--- src/nidacc_pkg.sv ---
// ----------------------------------------------------------------------------
// nidacc_pkg
// Shared types and constants for the nibble by int8 dot-product accumulator.
// ----------------------------------------------------------------------------
package nidacc_pkg;

    localparam int NUM_LANES = 8;
    localparam int BYTE_W    = 8;
    localparam int NIB_W     = 4;
    localparam int WORD_W    = NUM_LANES * BYTE_W;
    // One lane adds two products of a 4-bit unsigned and an 8-bit signed value.
    localparam int LANE_W    = 13;
    // Eight lane sums stay within 16 bits signed.
    localparam int CHUNK_W   = 16;
    localparam int SUM_W     = 32;

    typedef struct packed {
        logic valid;
        logic last;
    } nidacc_ctl_t;

endpackage

--- src/nibble_int8_dot_accumulator_core.sv ---
// ----------------------------------------------------------------------------
// nibble_int8_dot_accumulator_core
// Eight lanes multiply weight nibbles by int8 activations; the chunk sum is
// added into a wrapping 32-bit accumulator that is emitted on the last item.
// ----------------------------------------------------------------------------
// The last item passes the lane and merge registers before m_valid rises.
// Throughput: one item per cycle; the lane stage, the merge stage and the
// accumulator each hold one item and advance independently.
// Only a result that waits at the output holds back a later last item.
// Reset (aresetn low, synchronous) clears the accumulator and all valid flags.
module nibble_int8_dot_accumulator_core
    import nidacc_pkg::*;
(
    input  logic                     aclk,
    input  logic                     aresetn,
    input  logic                     s_valid,
    output logic                     s_ready,
    input  logic [WORD_W-1:0]        s_weight_bytes,
    input  logic [WORD_W-1:0]        s_act_for_high,
    input  logic [WORD_W-1:0]        s_act_for_low,
    input  logic                     s_last,
    output logic                     m_valid,
    input  logic                     m_ready,
    output logic signed [SUM_W-1:0]  m_dot_sum
);

    nidacc_ctl_t                        lane_ctl_reg;
    nidacc_ctl_t                        lane_ctl_next;
    logic [NUM_LANES-1:0][LANE_W-1:0]   lane_sums;
    logic                               merge_ready;
    nidacc_ctl_t                        merge_ctl;
    logic signed [CHUNK_W-1:0]          chunk_sum;
    logic                               acc_ready;
    logic                               acc_take;
    logic [SUM_W-1:0]                   sum_now;
    logic [SUM_W-1:0]                   acc_reg;
    logic [SUM_W-1:0]                   acc_next;
    logic [SUM_W-1:0]                   dot_reg;
    logic [SUM_W-1:0]                   dot_next;
    logic                               out_valid_reg;
    logic                               out_valid_next;

    // Lane stage.
    assign s_ready = !lane_ctl_reg.valid || merge_ready;

    always_comb begin
        lane_ctl_next = lane_ctl_reg;
        if (s_ready) begin
            lane_ctl_next.valid = s_valid;
            lane_ctl_next.last  = s_last;
        end
    end

    always_ff @(posedge aclk) begin
        if (!aresetn) begin
            lane_ctl_reg <= '0;
        end else begin
            lane_ctl_reg <= lane_ctl_next;
        end
    end

    for (genvar i = 0; i < NUM_LANES; i++) begin : g_lane
        nidacc_lane u_lane (
            .aclk        (aclk),
            .load        (s_ready),
            .weight_byte (s_weight_bytes[i*BYTE_W +: BYTE_W]),
            .act_high    (s_act_for_high[i*BYTE_W +: BYTE_W]),
            .act_low     (s_act_for_low[i*BYTE_W +: BYTE_W]),
            .lane_sum    (lane_sums[i])
        );
    end

    nidacc_merge u_merge (
        .aclk      (aclk),
        .aresetn   (aresetn),
        .in_ctl    (lane_ctl_reg),
        .lane_sums (lane_sums),
        .in_ready  (merge_ready),
        .out_ready (acc_ready),
        .out_ctl   (merge_ctl),
        .chunk_sum (chunk_sum)
    );

    // Accumulator stage. Only an item that produces a result needs a free output.
    assign acc_ready = !merge_ctl.last || !out_valid_reg || m_ready;
    assign acc_take  = merge_ctl.valid && acc_ready;
    assign sum_now   = acc_reg + {{(SUM_W-CHUNK_W){chunk_sum[CHUNK_W-1]}}, chunk_sum};

    always_comb begin
        acc_next       = acc_reg;
        dot_next       = dot_reg;
        out_valid_next = out_valid_reg && !m_ready;
        if (acc_take) begin
            if (merge_ctl.last) begin
                acc_next       = '0;
                dot_next       = sum_now;
                out_valid_next = 1'b1;
            end else begin
                acc_next = sum_now;
            end
        end
    end

    always_ff @(posedge aclk) begin
        if (!aresetn) begin
            acc_reg       <= '0;
            out_valid_reg <= 1'b0;
        end else begin
            acc_reg       <= acc_next;
            out_valid_reg <= out_valid_next;
        end
    end

    always_ff @(posedge aclk) begin
        dot_reg <= dot_next;
    end

    assign m_valid   = out_valid_reg;
    assign m_dot_sum = $signed(dot_reg);

endmodule

--- src/nidacc_lane.sv ---
// ----------------------------------------------------------------------------
// nidacc_lane
// One lane: both nibbles of a weight byte times their activations, registered.
// ----------------------------------------------------------------------------
module nidacc_lane
    import nidacc_pkg::*;
(
    input  logic                     aclk,
    input  logic                     load,
    input  logic [BYTE_W-1:0]        weight_byte,
    input  logic [BYTE_W-1:0]        act_high,
    input  logic [BYTE_W-1:0]        act_low,
    output logic signed [LANE_W-1:0] lane_sum
);

    logic signed [LANE_W-1:0] prod_high;
    logic signed [LANE_W-1:0] prod_low;
    logic signed [LANE_W-1:0] sum_reg;
    logic signed [LANE_W-1:0] sum_next;

    // Nibbles are unsigned, so a zero is put in front before the signed multiply.
    assign prod_high = $signed({{(LANE_W-NIB_W){1'b0}}, weight_byte[BYTE_W-1:NIB_W]})
                     * $signed({{(LANE_W-BYTE_W){act_high[BYTE_W-1]}}, act_high});
    assign prod_low  = $signed({{(LANE_W-NIB_W){1'b0}}, weight_byte[NIB_W-1:0]})
                     * $signed({{(LANE_W-BYTE_W){act_low[BYTE_W-1]}}, act_low});

    always_comb begin
        sum_next = sum_reg;
        if (load) begin
            sum_next = prod_high + prod_low;
        end
    end

    always_ff @(posedge aclk) begin
        sum_reg <= sum_next;
    end

    assign lane_sum = sum_reg;

endmodule

--- src/nidacc_merge.sv ---
// ----------------------------------------------------------------------------
// nidacc_merge
// Adds the registered lane sums into one chunk sum, with its own pipeline slot.
// ----------------------------------------------------------------------------
module nidacc_merge
    import nidacc_pkg::*;
(
    input  logic                                  aclk,
    input  logic                                  aresetn,
    input  nidacc_ctl_t                           in_ctl,
    input  logic [NUM_LANES-1:0][LANE_W-1:0]      lane_sums,
    output logic                                  in_ready,
    input  logic                                  out_ready,
    output nidacc_ctl_t                           out_ctl,
    output logic signed [CHUNK_W-1:0]             chunk_sum
);

    nidacc_ctl_t              ctl_reg;
    nidacc_ctl_t              ctl_next;
    logic signed [CHUNK_W-1:0] chunk_reg;
    logic signed [CHUNK_W-1:0] chunk_next;
    logic signed [CHUNK_W-1:0] tree_sum;

    assign in_ready = !ctl_reg.valid || out_ready;

    always_comb begin
        tree_sum = '0;
        for (int i = 0; i < NUM_LANES; i++) begin
            tree_sum = tree_sum + {{(CHUNK_W-LANE_W){lane_sums[i][LANE_W-1]}}, lane_sums[i]};
        end
    end

    always_comb begin
        ctl_next   = ctl_reg;
        chunk_next = chunk_reg;
        if (in_ready) begin
            ctl_next   = in_ctl;
            chunk_next = tree_sum;
        end
    end

    always_ff @(posedge aclk) begin
        if (!aresetn) begin
            ctl_reg <= '0;
        end else begin
            ctl_reg <= ctl_next;
        end
    end

    always_ff @(posedge aclk) begin
        chunk_reg <= chunk_next;
    end

    assign out_ctl   = ctl_reg;
    assign chunk_sum = chunk_reg;

endmodule

--- config.mk ---
export PLATFORM = sky130hd
export DESIGN_NAME = nibble_int8_dot_accumulator_core
export DESIGN_NICKNAME = d
export VERILOG_FILES = /design/src/nidacc_pkg.sv /design/src/nibble_int8_dot_accumulator_core.sv /design/src/nidacc_lane.sv /design/src/nidacc_merge.sv
export SDC_FILE = /design/constraint.sdc
export NUM_CORES = 2
export LEC_CHECK = 0
export ABC_AREA = 1
export BUFFER_PORTS_ARGS = -buffer_cell sky130_fd_sc_hd__buf_2
export CORE_MARGIN = 10
export CORE_UTILIZATION = 40
export CTS_BUF_LIST = sky130_fd_sc_hd__clkbuf_8
export CTS_CLUSTER_DIAMETER = 200
export DETAILED_ROUTE_END_ITERATION = 16
export PLACE_DENSITY_LB_ADDON = 0.12
export SLEW_MARGIN = 20
export SYNTH_ARGS = -nofsm -noshare
export SYNTH_HDL_FRONTEND = slang
export SYNTH_SLANG_ARGS = --single-unit
--- constraint.sdc ---
create_clock -name aclk -period 7.1 [get_ports aclk]
set_input_delay 1.775 -clock aclk [delete_from_list [all_inputs] [get_ports aclk]]
set_output_delay 1.775 -clock aclk [all_outputs]
set_load 0.005 [all_outputs]
==> run summary <==
The flow ran to the end, and the final reports show no timing, DRC or antenna violations. The highest attainable clock frequency came out at 171.8 MHz. For the pin with the worst max-slew slack, the measured transition is 0.8971 ns. The path with the worst hold slack has its endpoint at u_merge.out_ctl[1]. The number of setup buffers added after CTS is 0.

After detailed routing, the number of vias per cell comes to 4.460. Relative to the synthesized area, the layout overhead comes to 8.163%. The logs give 0.8724 for the final RePlAce weighted congestion and 0 for the hold violation total from the final report.

In the layout the commonest cells are 1257 x sky130_fd_sc_hd__inv_1, 969 x sky130_fd_sc_hd__nand2_1, 485 x sky130_fd_sc_hd__fa_1. The initial utilization of the core area, before any placement, comes to 40.23%. Measured along the x axis, the die boundary spans 304.2 um. Along the worst hold path, the cell count comes to 2.

Critical register-to-register path startpoint: g_lane[2].u_lane.lane_sum[3]. Met3 demand-to-capacity share in global routing: 1.748%. Buffers placed on the I/O ports in this run total 230. The number of enable-type register cells in the synthesized netlist is 152. The logs give 5235 for the number of nets in the layout and 124.9 mm for the first-pass GRT wire length. The die height is 304.2 um.

In the synthesized netlist the async set-or-reset flop fraction comes to 0%. The post-DP HPWL is 65.94 mm. Counting tap cells, the placed design contains a total of 5221 instances. Maximum number of pins on one net before global-route repair: 56. The tools report the clock root buffer master as sky130_fd_sc_hd__clkbuf_8. First-iteration detailed-routing DRC count: 944. For the number of maximum-capacitance constraint violations, the log shows 0. The run gives 0 as the initial antenna violation count. Setup violations remaining at the end of the flow were counted as 0. Combined global-route utilization of all metal layers: 16.36%. STA classifies the critical path startpoint as an input pin.

Global routing used 29.39% of the available met2 tracks. Data arrives at the worst endpoint at 6.09 ns. Across the routed clock network, the largest skew measured is 0.02122 ns. The layer flagged by global routing as most heavily used is met2. The per-cell routed wire length is 13.98 um, and the met1 track demand over resource is 21.12%. For the max-slew violation count, the log shows 0.

The source-to-sink clock delay at the later pin of the worst-skew pair is 0.52 ns. The logs give 5055 for the number of nets in the synthesized netlist and 5254 for the number of standard cells in the final layout excluding fillers. The tools report the kind of capture point of the worst setup path as a flop. The aggregate routed wire length is 73.43 mm.

The total area inside the core boundary comes to 80290 um2. During synthesis, Yosys emitted a total of 0 warnings. Tracing the worst setup path back leads to its startpoint at s_weight_bytes[13].

The share of synthesized area in the top cell type comes to 30.06%. The clock drives 189 sinks. The clock-pin slew on the worst setup and hold paths is 0.12 ns, and the number of gates resized after CTS is 0.

Global routing finished with a remaining overflow of 0. In this run the most critical hold path is launched from lane_ctl_reg[1]. The buffer levels on the longest clock path came out at 2. For the final routed database, the setup TNS stands at 0 ns.

The post-route minimum period came out at 5.820 ns. Setup repair after global routing left no endpoint under its margin. The die footprint was 92510 um2; the clock buffer count from CTS was 17. Summing every instance area after synthesis gives 32300 um2.

The flip-flop and latch count after synthesis was 189; the part of the cycle the worst path needs was 81.97%. The first detailed-routing pass ran for 5 iterations. The tools report the gate count after technology mapping as 4000. Summed over all instances, the cell type with the most area after synthesis is sky130_fd_sc_hd__fa_1.

In the final layout, the share of cells above drive strength 1 is 6.725%. The via count of the first global-routing pass was 25031. The library cell used most frequently in the layout, excluding fill and tap cells, is sky130_fd_sc_hd__inv_1. By area the synthesized netlist is led by sky130_fd_sc_hd__fa_1 30%, sky130_fd_sc_hd__inv_1 15%, sky130_fd_sc_hd__ha_1 14%, sky130_fd_sc_hd__edfxtp_1 14%, sky130_fd_sc_hd__nand2_1 11%. The critical path class was input pin to flop. The largest driver fanout on the critical path is 8. The number of cells on the worst reg-to-reg path works out to 16. In this run, distinct cell masters in the synthesized netlist total 39. The register with the most flip-flops in the layout has 104 of them. The H-tree depth came out at 4.

In this run the core area contains 104 standard-cell rows. In this run the tightest slew margin relative to its limit is 40.05%. The number of filler instances in the final layout is 8371, and the portion of the post-synthesis area used by sequential elements is 16.43%.

Number of remaining DRC errors: 0. At the worst endpoint, the required time is 7.37 ns. The worst reg-to-reg setup slack was 2.76 ns. The average cell area after synthesis was 8.074 um2; the final worst hold slack was 0.4664 ns. After clock tree synthesis, the flow added hold-fix buffers numbering 0.

The tools report the total via count in the routed design as 23431. The tightest min-delay check is of the flop to flop type. TritonCTS built the clock tree.

The number of routed nets with antenna violations came out at 0. In the synthesized netlist the dominant register cell turns out to be sky130_fd_sc_hd__edfxtp_1. The endpoint of the worst register-to-register path is u_merge.chunk_sum[15].

Pin placement for this block handled 231 I/O pins.
[cell usage after synthesis (all sizes together) (8+ instances only)]
master  number
inv       1257
nand2      974
fa         485
ha         373
a21oi      158
edfxtp     152
nor2       111
xor2       101
nand3       96
clkbuf      64
xnor2       64
dfxtp       37
o21ai       25
and2        17
nand4       17
a21o        13
buf          9
o21bai       8
[cells by family after synthesis]
| logic type | Yosys count | synth area share (%) |
|---|---|---|
| and+or+nand+nor | 1234 | 15.19 |
| AOI/OAI and AO/OA | 223 | 3.785 |
| adders and majority gates | 858 | 44.51 |
| DFF | 189 | 16.43 |
| xor gates and xnor gates | 165 | 4.567 |
| buffers and inverters | 1331 | 15.52 |
[how the worst max path moves through the flow]
stage	end	cells after the start	slack [ns]
finish	g_lane[1].u_lane.lane_sum[12]	21	1.28
global route	g_lane[6].u_lane.lane_sum[9]	17	1.05
CTS	g_lane[1].u_lane.lane_sum[12]	21	1.33
detailed placement	g_lane[1].u_lane.lane_sum[12]	21	0.76
global placement	g_lane[1].u_lane.lane_sum[12]	21	0.79
floorplan	s_ready	4	0.88
[final cells by class]
cell class	count	area [um2]	area share [%]
antenna	1	2.502	0.007163
clock inverter	15	171.4	0.4907
timing repair buffer	234	1181	3.381
multi-input combinational	2480	21990	62.94
inverter	1258	4725	13.52
sequential	189	5305	15.19
tap	1060	1326	3.797
clock buffer	17	234.0	0.6698
[layer usage]
metal  vias up  routed length [um]
li1      12005                   -
met1     11086               33190
met2       290               37210
met3        50                1874
met4         0                1152
met5         -                   0
[worst max-delay path, cell delays in order]
cell,delay [ns]
sky130_fd_sc_hd__buf_2,0.16
sky130_fd_sc_hd__nand2_1,0.17
sky130_fd_sc_hd__inv_1,0.08
sky130_fd_sc_hd__fa_1,0.53
sky130_fd_sc_hd__inv_1,0.07
sky130_fd_sc_hd__fa_1,0.51
sky130_fd_sc_hd__inv_1,0.05
sky130_fd_sc_hd__fa_1,0.49
sky130_fd_sc_hd__fa_1,0.49
sky130_fd_sc_hd__inv_1,0.06
sky130_fd_sc_hd__fa_1,0.50
sky130_fd_sc_hd__inv_1,0.04
sky130_fd_sc_hd__ha_1,0.35
sky130_fd_sc_hd__nand2_1,0.13
sky130_fd_sc_hd__nor2_1,0.06
sky130_fd_sc_hd__nand2_1,0.06
sky130_fd_sc_hd__o211ai_1,0.08
sky130_fd_sc_hd__a31oi_1,0.27
sky130_fd_sc_hd__inv_1,0.07
sky130_fd_sc_hd__nand2_1,0.07
sky130_fd_sc_hd__nand2_1,0.07
[per-stage QoR]
step / cell area [um2] / setup slack [ns] / utilization [%]
final: 34930 / 1.280 / 43.51
after floorplan: 32300 / 0.8769 / -
after global placement: 34530 / 0.7871 / 43.00
after detailed placement: 34530 / 0.7602 / 43.00
after global routing: 34930 / 1.050 / 43.51
after CTS: 34930 / 1.327 / 43.51
Power is left out: the tool's default activity adds up to more than one toggle a clock period on the data nets, which glitch-free logic cannot reach.
